## config.mk

```make
export PLATFORM = sky130hd
export DESIGN_NAME = nws_back
export DESIGN_NICKNAME = d
export VERILOG_FILES = /design/src/design/nws_pkg.sv /design/src/design/nws_back.sv
export SDC_FILE = /design/constraint.sdc
export NUM_CORES = 1
export LEC_CHECK = 0
export ABC_AREA = 1
export BUFFER_PORTS_ARGS = -buffer_cell sky130_fd_sc_hd__buf_2
export CORE_ASPECT_RATIO = 0.5
export CORE_MARGIN = 5
export CORE_UTILIZATION = 45
export CTS_BUF_LIST = sky130_fd_sc_hd__clkbuf_16
export DETAILED_ROUTE_END_ITERATION = 10
export MAX_ROUTING_LAYER = met4
export PLACE_DENSITY = 0.58
export SYNTH_ARGS = -nofsm -noshare
export SYNTH_HDL_FRONTEND = slang
export SYNTH_SLANG_ARGS = --single-unit
```

## constraint.sdc

```tcl
create_clock -name clock -period 20.7 [get_ports clock]
set_input_delay 4.14 -clock clock [delete_from_list [all_inputs] [get_ports clock]]
set_output_delay 4.14 -clock clock [all_outputs]
set_load 0.05 [all_outputs]
```

## src/design/nws_pkg.sv

```systemverilog
// shared types and constants for the waveform statistics block
package nws_pkg;
   localparam int TimeBits   = 32;
   localparam int SampleBits = 16;
   localparam int LinBits    = 50;
   localparam int SqBits     = 64;

   typedef enum logic [1:0] {
      STATUS_OK       = 2'd0,
      STATUS_FEW      = 2'd1,
      STATUS_ZERO_DUR = 2'd2,
      STATUS_BACKWARD = 2'd3
   } status_type;

   typedef enum logic [1:0] {
      DIV_IDLE = 2'd0,
      DIV_RUN  = 2'd1,
      DIV_SQRT = 2'd2,
      DIV_DONE = 2'd3
   } back_state_type;

   // record summary handed from front to back
   typedef struct packed {
      logic signed [15:0] minimum;
      logic signed [15:0] maximum;
      logic signed [LinBits-1:0] lin_sum;
      logic [SqBits-1:0] sq_sum;
      logic [TimeBits-1:0] duration;
      status_type status;
   } record_type;
endpackage

```

## src/design/nws_back.sv

```systemverilog
// back end: mean divide and rms divide plus square root, one bit per cycle
module nws_back #(
   parameter int TIME_BITS = nws_pkg::TimeBits
) (
   input  logic clock,
   input  logic reset,
   input  logic rec_valid,
   output logic rec_stall,
   input  nws_pkg::record_type rec_data,
   output logic rsp_valid,
   input  logic rsp_stall,
   output logic signed [15:0] rsp_minimum,
   output logic signed [15:0] rsp_maximum,
   output logic [15:0] rsp_peak_to_peak,
   output logic signed [15:0] rsp_mean_value,
   output logic [15:0] rsp_rms_value,
   output logic [1:0] rsp_status
);
   localparam int LB = nws_pkg::LinBits;
   localparam int SB = nws_pkg::SqBits;
   localparam int DW = TIME_BITS + 2;

   nws_pkg::back_state_type st_ff, st_in;
   nws_pkg::record_type rec_ff, rec_in;
   logic [6:0] cnt_ff, cnt_in;
   logic [LB-1:0] lq_ff, lq_in;   // mean quotient, magnitude
   logic [DW:0] lr_ff, lr_in;
   logic [SB-1:0] sq_ff, sq_in;   // rms quotient
   logic [DW:0] sr_ff, sr_in;
   logic [SB-1:0] rv_ff, rv_in, rt_ff, rt_in;
   logic [SB:0] bit_ff, bit_in;
   logic signed [15:0] mean_ff, mean_in;
   logic [15:0] rms_ff, rms_in;
   logic neg;
   logic [LB-1:0] labs;
   logic [DW:0] d2, d3, lsh, ssh;
   logic [SB:0] trial;

   assign neg = rec_ff.lin_sum[LB-1];
   assign labs = neg ? LB'(-rec_ff.lin_sum) : LB'(rec_ff.lin_sum);
   assign d2 = (DW+1)'({rec_ff.duration, 1'b0});
   assign d3 = d2 + (DW+1)'(rec_ff.duration);
   assign lsh = {lr_ff[DW-1:0], lq_ff[LB-1]};
   assign ssh = {sr_ff[DW-1:0], sq_ff[SB-1]};
   assign trial = (SB+1)'(rt_ff) + bit_ff;
   assign rec_stall = st_ff != nws_pkg::DIV_IDLE;
   assign rsp_valid = st_ff == nws_pkg::DIV_DONE;
   assign rsp_minimum = rec_ff.minimum;
   assign rsp_maximum = rec_ff.maximum;
   assign rsp_peak_to_peak = 16'(rec_ff.maximum - rec_ff.minimum);
   assign rsp_mean_value = mean_ff;
   assign rsp_rms_value = rms_ff;
   assign rsp_status = rec_ff.status;

   always_comb begin
      st_in = st_ff; rec_in = rec_ff; cnt_in = cnt_ff;
      lq_in = lq_ff; lr_in = lr_ff; sq_in = sq_ff; sr_in = sr_ff;
      rv_in = rv_ff; rt_in = rt_ff; bit_in = bit_ff; mean_in = mean_ff; rms_in = rms_ff;
      unique case (st_ff)
         nws_pkg::DIV_IDLE: begin
            if (rec_valid) begin
               rec_in = rec_data; cnt_in = '0; lr_in = '0; sr_in = '0;
               lq_in = '0; sq_in = rec_data.sq_sum; mean_in = '0; rms_in = '0;
               st_in = (rec_data.status == nws_pkg::STATUS_OK) ?
                       nws_pkg::DIV_RUN : nws_pkg::DIV_DONE;
            end
         end
         nws_pkg::DIV_RUN: begin
            if (cnt_ff == 7'd0) lq_in = labs;
            else begin
               // restoring division, both quotients one bit per cycle
               if (lsh >= d2) begin lr_in = lsh - d2; lq_in = {lq_ff[LB-2:0], 1'b1}; end
               else begin lr_in = lsh; lq_in = {lq_ff[LB-2:0], 1'b0}; end
               if (ssh >= d3) begin sr_in = ssh - d3; sq_in = {sq_ff[SB-2:0], 1'b1}; end
               else begin sr_in = ssh; sq_in = {sq_ff[SB-2:0], 1'b0}; end
               if (cnt_ff > 7'(LB)) begin lq_in = lq_ff; lr_in = lr_ff; end
            end
            cnt_in = cnt_ff + 7'd1;
            if (cnt_ff == 7'(SB)) begin
               mean_in = neg ? 16'(-lq_in) : 16'(lq_in);
               rv_in = sq_in; rt_in = '0; bit_in = (SB+1)'(1) << (SB-2);
               st_in = nws_pkg::DIV_SQRT;
            end
         end
         nws_pkg::DIV_SQRT: begin
            if (bit_ff == '0) begin
               rms_in = 16'(rt_ff); st_in = nws_pkg::DIV_DONE;
            end else begin
               if ((SB+1)'(rv_ff) >= trial) begin
                  rv_in = SB'((SB+1)'(rv_ff) - trial);
                  rt_in = SB'(((SB+1)'(rt_ff) >> 1) + bit_ff);
               end else rt_in = rt_ff >> 1;
               bit_in = bit_ff >> 2;
            end
         end
         nws_pkg::DIV_DONE: if (!rsp_stall) st_in = nws_pkg::DIV_IDLE;
         default: st_in = nws_pkg::DIV_IDLE;
      endcase
   end

   always_ff @(posedge clock) begin
      if (reset) st_ff <= nws_pkg::DIV_IDLE;
      else st_ff <= st_in;
      rec_ff <= rec_in; cnt_ff <= cnt_in; lq_ff <= lq_in; lr_ff <= lr_in;
      sq_ff <= sq_in; sr_ff <= sr_in; rv_ff <= rv_in; rt_ff <= rt_in;
      bit_ff <= bit_in; mean_ff <= mean_in; rms_ff <= rms_in;
   end
endmodule

```

==> impl_metrics.py, run 1 <==
metrics = {
    "route": {
        "finalWirelength_um": 131000,
        "drt_first_pass_iters": 6,
        "ant_nets": 0,
        "wl_per_cell_um": 19.6,
        "drc": 0,
        "drt_iter0_drc": 2893,
        "num_vias": 37000,
        "vias_per_cell": 5.55,
    },
    "sta": {
        "post-route-period-util_pct": 36.6,
        "fin_tns_setup_ns": 0,
        "fin_crit_ns": 7.57,
        "hold_slack_ns": 0.577,
        "max-slew-margin-rel_pct": 26.6,
        "maxSlewViolCount": 0,
        "max_freq_mhz": 132,
        "hold_viol": 0,
        "finalClockSkew_ns": 0.0651,
        "max_slew.worst_pin.slew_ns": 1.10,
        "setup_viol": 0,
        "rsz0062_at_grt": "no",
    },
    "floorplan": {
        "fp.dieH_um": 220,
        "die_area_um2": 94700,
        "rows": 77,
        "start_util_pct": 45.2,
        "core-area_um2": 88000,
        "ios": 268,
        "die-width_um": 430,
    },
    "synth": {
        "synthArstFlopShare_pct": 0,
        "syn_nets": 5687,
        "ys_types": 60,
        "ys_seq_area_share_pct": 37.7,
        "synthTopCellsByArea": "edfxtp_1 (38%), nand2_1 (11%), ha_1 (8.0%), o21ai_0 (6.3%), inv_1 (6.1%)",
        "synth_ff_type": "edfxtp_1",
        "synth_edf_count": 497,
        "synth-seq-cells": 499,
        "synth_area_leader_cell": "edfxtp_1",
        "synth_top_area_share_pct": 37.6,
        "syn_avg_cell_area_um2": 7.58,
        "yosys_warnings": 0,
        "synth_cells": 5244,
        "synth_area_um2": 39700,
    },
    "global_routing": {
        "antenna_found_initial": 2,
        "grt_max_degree": 97,
        "grt_pass1_wl_um": 200000,
        "overflow": 0,
        "grt_pass1_vias": 35700,
        "grt_use_total_pct": 27.5,
    },
    "finish": {
        "fin_area_um2": 43700,
        "final_nets": 5875,
        "drive_gt1_share_pct": 7.95,
        "area_delta_synth_final_pct": 10.1,
    },
    "cts": {
        "clk_pin_slew_ns": 0.07,
        "cts_resized": 0,
        "cts_tree": "built",
        "worstSkewPairLatency_ns": 0.67,
        "cts_root_buf": "clkbuf_16",
        "cts_hold_buf": 0,
        "cts_setup_buffers": 0,
        "cts_buffers": 51,
        "cts_num_sinks": 499,
        "clk_path_buf_depth": 3,
        "htree_levels": 2,
    },
    "worst_setup_path": {
        "r2r_slack_ns": 13.78,
        "path_delay_family": "compound AO/OA/AOI/OAI gates",
        "critPathKind": "reg -> out",
        "crit_fanout": 3,
        "cp.arrival_ns": 3.43,
        "worst-path-buf-inv": 2,
        "slowest_stage": "o31ai_1",
        "cp_cell_sequence": "ha_1 > fa_1 > o31ai_1 > inv_1 > o221ai_1 > nand2_1 > nand2_1 > a21oi_1 > o21ai_0 > xor2_1 > buf_2",
        "end_kind": "primary output",
        "cp_common_cell": "nand2_1",
        "slowest_delay_ns": 0.48,
        "required_ns": 16.56,
        "startpoint_type": "flip-flop",
    },
    "placement": {
        "place.gp.congestion": 0.969,
        "port_buffers": 267,
        "dp_hpwl_um": 103000,
        "placed_area_um2": 42000,
    },
    "run_status": {
        "status": "completed",
    },
    "worst_hold_path": {
        "hp-class": "reg -> reg",
    },
    "job": {
        "maxCapViolations": 0,
    },
}
-- cell usage after synthesis (3+ instances only) --
| cell | number |
|---|---|
| ha_1 | 254 |
| nor2_1 | 517 |
| nand3_1 | 283 |
| nand3b_1 | 18 |
| nor2_4 | 3 |
| clkbuf_1 | 69 |
| a31oi_1 | 33 |
| inv_2 | 4 |
| o211ai_1 | 14 |
| o22ai_1 | 3 |
| a21oi_1 | 462 |
| buf_2 | 25 |
| fa_1 | 5 |
| or2_2 | 29 |
| o21ai_2 | 5 |
| edfxtp_1 | 497 |
| xnor2_1 | 110 |
| o21a_1 | 19 |
| o21ai_0 | 499 |
| nor3_1 | 59 |
| nor4_1 | 35 |
| o21ai_1 | 33 |
| mux2i_1 | 54 |
| buf_1 | 19 |
| buf_4 | 40 |
| o31ai_1 | 6 |
| a21o_1 | 34 |
| and3_1 | 4 |
| nand4_1 | 63 |
| nor3b_1 | 4 |
| nand2_2 | 6 |
| a211oi_1 | 15 |
| xor2_1 | 131 |
| inv_1 | 644 |
| and2_1 | 4 |
| a221oi_1 | 11 |
| o221ai_1 | 5 |
| o21bai_1 | 21 |
| o2111ai_1 | 5 |
| nand2_1 | 1164 |
| buf_6 | 3 |
| a21boi_0 | 14 |
-- layer usage --
layer | part of all wire [%] | wire length (um) | GRT usage [%]
met1 | 46 | 60200 | 37.2
met2 | 45 | 59100 | 43.7
met5 | 0 | 0 | -
met4 | 2.9 | 3740 | 7.61
met3 | 6.0 | 7850 | 3.47
-- state kept, by name, indices dropped and copies added, names as in the netlist, 32 cells and up --
name,cells
sq_ff,64
lq_ff,50
rt_ff,64
lr_ff,34
rv_ff,64
sr_ff,34
bit_ff,32
rec_ff,49
d2,32
-- kinds of logic after synthesis --
group                    count (synthesis)  share of synthesized area, %
AO/OA/AOI/OAI                         1190                          16.2
XOR/XNOR                               241                          5.31
adder cells (fa/ha/maj)                259                          8.25
buffers and inverters                  805                          8.12
flip-flops                             499                          37.7
multiplexers                            54                          1.36
AND/OR/NAND/NOR                       2196                          23.1
-- metrics by stage --
step | util (%) | setup WS (ns) | instances
floorplan | - | 10.91 | 5244
global placement | 47.8 | 13.87 | 6564
detailed placement | 47.8 | 13.85 | 6564
CTS | 49.7 | 13.08 | 6660
global route | 49.7 | 12.80 | 6662
finish | 49.7 | 13.13 | 6662
-- worst paths after layout --
path                                      from                   end  depth (start not counted)
worst max-delay path            rsp_minimum[0]  rsp_peak_to_peak[12]                         11
worst min-delay path                  rt_ff[0]      rsp_rms_value[0]                          2
worst max register to register        rt_ff[6]             rt_ff[52]                         28
worst min register to register        rt_ff[0]      rsp_rms_value[0]                          2
-- worst reg2reg max path, delay by kind of cell, from the launching register on --
| family | cells | cell delay [ns] |
|---|---|---|
| buf+inv | 3 | 0.83 |
| simple gates | 19 | 3.37 |
| xor+xnor | 1 | 0.39 |
| fa+ha+maj | 2 | 0.67 |
| flops | 1 | 0.53 |
| compound gates | 3 | 0.86 |
-- area by class of cell --
cell class	instances	area, um2
clock buffers	51	1280
multi-input cells	3940	21600
clock inverters	45	460
inverters	649	2450
diodes	2	5.00
flip-flops and latches	499	15000
fillers	8824	44200
repair buffers	291	1520
well taps	1185	1480
-- placed cells by master (no fill, tap or decap), drive strengths merged, types with 131 or more instances in the layout --
cell and instances:
nor2 521, edfxtp 497, nand3 284, ha 254, buf 291, nand2 1170
o21ai 537, inv 658, xor2 131, a21oi 463
Power of run 1 is not shown: default switching activity piles up to over one toggle a cycle in this logic, so the estimate is an artifact.
==> inputs of run 2 (changes only) <==
--- a/config.mk
+++ b/config.mk
@@ -5,7 +5,7 @@
 export SDC_FILE = /design/constraint.sdc
 export NUM_CORES = 1
 export LEC_CHECK = 0
-export ABC_AREA = 1
+export ABC_AREA = 0
 export BUFFER_PORTS_ARGS = -buffer_cell sky130_fd_sc_hd__buf_2
 export CORE_ASPECT_RATIO = 0.5
 export CORE_MARGIN = 5
@@ -13,7 +13,7 @@
 export CTS_BUF_LIST = sky130_fd_sc_hd__clkbuf_16
 export DETAILED_ROUTE_END_ITERATION = 10
 export MAX_ROUTING_LAYER = met4
-export PLACE_DENSITY = 0.58
+export PLACE_DENSITY = 0.59
 export SYNTH_ARGS = -nofsm -noshare
 export SYNTH_HDL_FRONTEND = slang
 export SYNTH_SLANG_ARGS = --single-unit
==> constraint.sdc (replaced) <==
create_clock -name clock -period 7.5 [get_ports clock]
set_input_delay 1.5 -clock clock [delete_from_list [all_inputs] [get_ports clock]]
set_output_delay 1.5 -clock clock [all_outputs]
set_load 0.05 [all_outputs]
==> impl_metrics.py, run 2 <==
metrics = {
    "synth": {
        "synth_area_um2": 35600,
        "synth_top_area_share_pct": 41.9,
        "yosys_warnings": 0,
        "synth_edf_count": 497,
        "synth_ff_type": "edfxtp_1",
        "syn_nets": 4198,
        "syn_avg_cell_area_um2": 9.48,
        "synth_cells": 3755,
        "synth_commonest_cells": "edfxtp_1 (497), nor2_1 (407), a21oi_1 (353)",
        "synth_area_leader_cell": "edfxtp_1",
        "synth-seq-cells": 499,
        "ys_seq_area_share_pct": 42.0,
        "yosysMostFrequentCell": "edfxtp_1",
        "synthTopCellsByArea": "edfxtp_1 (42%), ha_1 (8.9%), a21oi_1 (5.0%), nor2_1 (4.3%), xor2_1 (4.1%)",
        "synthArstFlopShare_pct": 0,
        "ys_types": 80,
    },
    "route": {
        "num_vias": 28700,
        "ant_nets": 0,
        "finalWirelength_um": 95300,
        "vias_per_cell": 5.74,
        "drt_first_pass_iters": 7,
        "drc": 0,
        "wl_per_cell_um": 19.1,
        "drt_iter0_drc": 2041,
    },
    "placement": {
        "dp_hpwl_um": 70900,
        "port_buffers": 267,
        "numPlacedInstances": 4903,
        "place.gp.congestion": 0.934,
    },
    "sta": {
        "max-slew-margin-rel_pct": 19.2,
        "max_slew.worst_pin.slew_ns": 1.21,
        "finalClockSkew_ns": 0.0204,
        "hold_viol": 0,
        "fin_crit_ns": 6.78,
        "fin_tns_setup_ns": 0,
        "post-route-period-util_pct": 90.4,
        "max_freq_mhz": 147,
        "setup_viol": 0,
        "maxSlewViolCount": 0,
        "rsz0062_at_grt": "no",
    },
    "worst_setup_path": {
        "critPathKind": "reg -> reg",
        "end_kind": "flip-flop",
        "cp.arrival_ns": 7.12,
        "required_ns": 7.84,
        "startpoint_type": "flip-flop",
        "crit_fanout": 92,
    },
    "finish": {
        "final_nets": 4362,
        "drive_gt1_share_pct": 11.1,
        "reg_top3": "rt_ff (64), rv_ff (64), sq_ff (64)",
        "area_delta_synth_final_pct": 10.8,
        "final_cell_mix": "edfxtp_1 (497), nor2_1 (406), a21oi_1 (350), nand2_1 (333), buf_2 (267)",
        "layout_commonest_cell": "edfxtp_1",
        "stdcell_count": 4995,
    },
    "global_routing": {
        "grt_max_degree": 93,
        "antenna_found_initial": 4,
        "grt_pass1_vias": 27400,
        "grt_pass1_wl_um": 151000,
        "overflow": 0,
        "grt_use_total_pct": 22.2,
    },
    "cts": {
        "cts_hold_buf": 0,
        "cts_setup_buffers": 0,
        "cts_num_sinks": 499,
        "cts_buffers": 50,
        "htree_levels": 2,
        "cts_tree": "built",
        "worstSkewPairLatency_ns": 0.63,
        "cts_root_buf": "clkbuf_16",
        "cts_resized": 0,
        "clk_path_buf_depth": 3,
        "clk_pin_slew_ns": 0.07,
    },
    "floorplan": {
        "start_util_pct": 45.7,
        "core-area_um2": 77800,
        "fp.dieH_um": 209,
        "die_area_um2": 85200,
        "rows": 72,
        "ios": 268,
        "die-width_um": 408,
    },
    "job": {
        "maxCapViolations": 0,
    },
    "worst_hold_path": {
        "hp-class": "reg -> reg",
    },
    "run_status": {
        "status": "completed",
    },
}
==> run 2: changes by cell type in the layout (fill, tap and decap cells not counted), moves of 36 or more <==
cell	previous run	this run
a21o_1	34	82
a21oi_1	461	350
a31oi_1	33	82
and2_1	4	76
inv_1	649	132
nand2_1	1163	333
nand3_1	283	84
nor2_1	514	406
nor2b_1	0	45
o21ai_0	499	231
xnor2_1	110	161
xor2_1	131	167
==> run 2: stage by stage <==
| stage | setup WS, ns | util (%) | instance area [um2] | hold slack, ns |
|---|---|---|---|---|
| finish | 0.718 | 50.7 | 39500 | 0.526 |
| global route | 0.152 | 50.7 | 39500 | 0.556 |
| CTS | 0.602 | 50.7 | 39500 | 0.528 |
| detailed placement | 0.705 | 48.5 | 37800 | 0.517 |
| global placement | 0.920 | 48.5 | 37800 | 0.505 |
| floorplan | 0.323 | - | 35600 | 0.459 |
==> run 2: worst paths after layout <==
kind,from,to,slack [ns],cells past startpoint
max reg2reg,bit_ff[0],rt_ff[31],0.72,24
min,lq_ff[39],lq_ff[40],0.53,2
min reg2reg,lq_ff[39],lq_ff[40],0.53,2
max,bit_ff[0],rt_ff[31],0.72,24
==> run 2: logic make-up (layout without fill, tap and decap cells) <==
family,after synthesis,in the layout,synth area share [%]
simple gates,1198,1198,15.7
mux,93,93,2.63
flops,499,499,42.0
fa+ha+maj,259,259,9.21
other cells,0,3,0
xor+xnor,328,328,8.07
buf+inv,316,517,3.69
compound gates,1062,1062,18.6
==> run 2: metal layers <==
layer  wire length [um]  track usage, %  up-vias  share of wire, %
met1              45800            31.3    13700                48
met2              42400            34.1      683                45
met4               2170            5.44        0               2.3
li1                   -               -    14200                 -
met3               4880            3.09      110               5.1
met5                  0               -        -                 0
==> run 2: layout make-up <==
| cell class | count | area, um2 |
|---|---|---|
| Timing Repair Buffer | 297 | 1600 |
| Multi-Input combinational cell | 2940 | 19400 |
| Fill cell | 7336 | 38400 |
| Clock buffer | 50 | 1250 |
| Clock inverter | 39 | 419 |
| Inverter | 131 | 497 |
| Antenna cell | 3 | 7.51 |
| Tap cell | 1036 | 1300 |
| Sequential cell | 499 | 15000 |
==> run 2: critical path, stage by stage (launching register included) <==
cell	delay, ns
edfxtp_1	0.44
ha_1	0.23
ha_1	0.22
a211oi_1	0.46
nor4_1	0.15
o311ai_0	0.52
nand2b_1	0.16
a31oi_1	0.25
o31a_1	0.25
a21boi_0	0.10
o21ai_0	0.21
xor2_1	0.13
ha_1	0.42
and3_1	0.26
nand2_1	0.07
a21o_1	0.16
a211oi_1	0.23
o31ai_1	0.15
a2111oi_1	0.62
a21oi_1	0.26
a311oi_4	0.33
buf_12	0.35
o21ai_0	0.20
xor2_1	0.18
nor2_1	0.06
Power of run 2 is left out for the same reason.
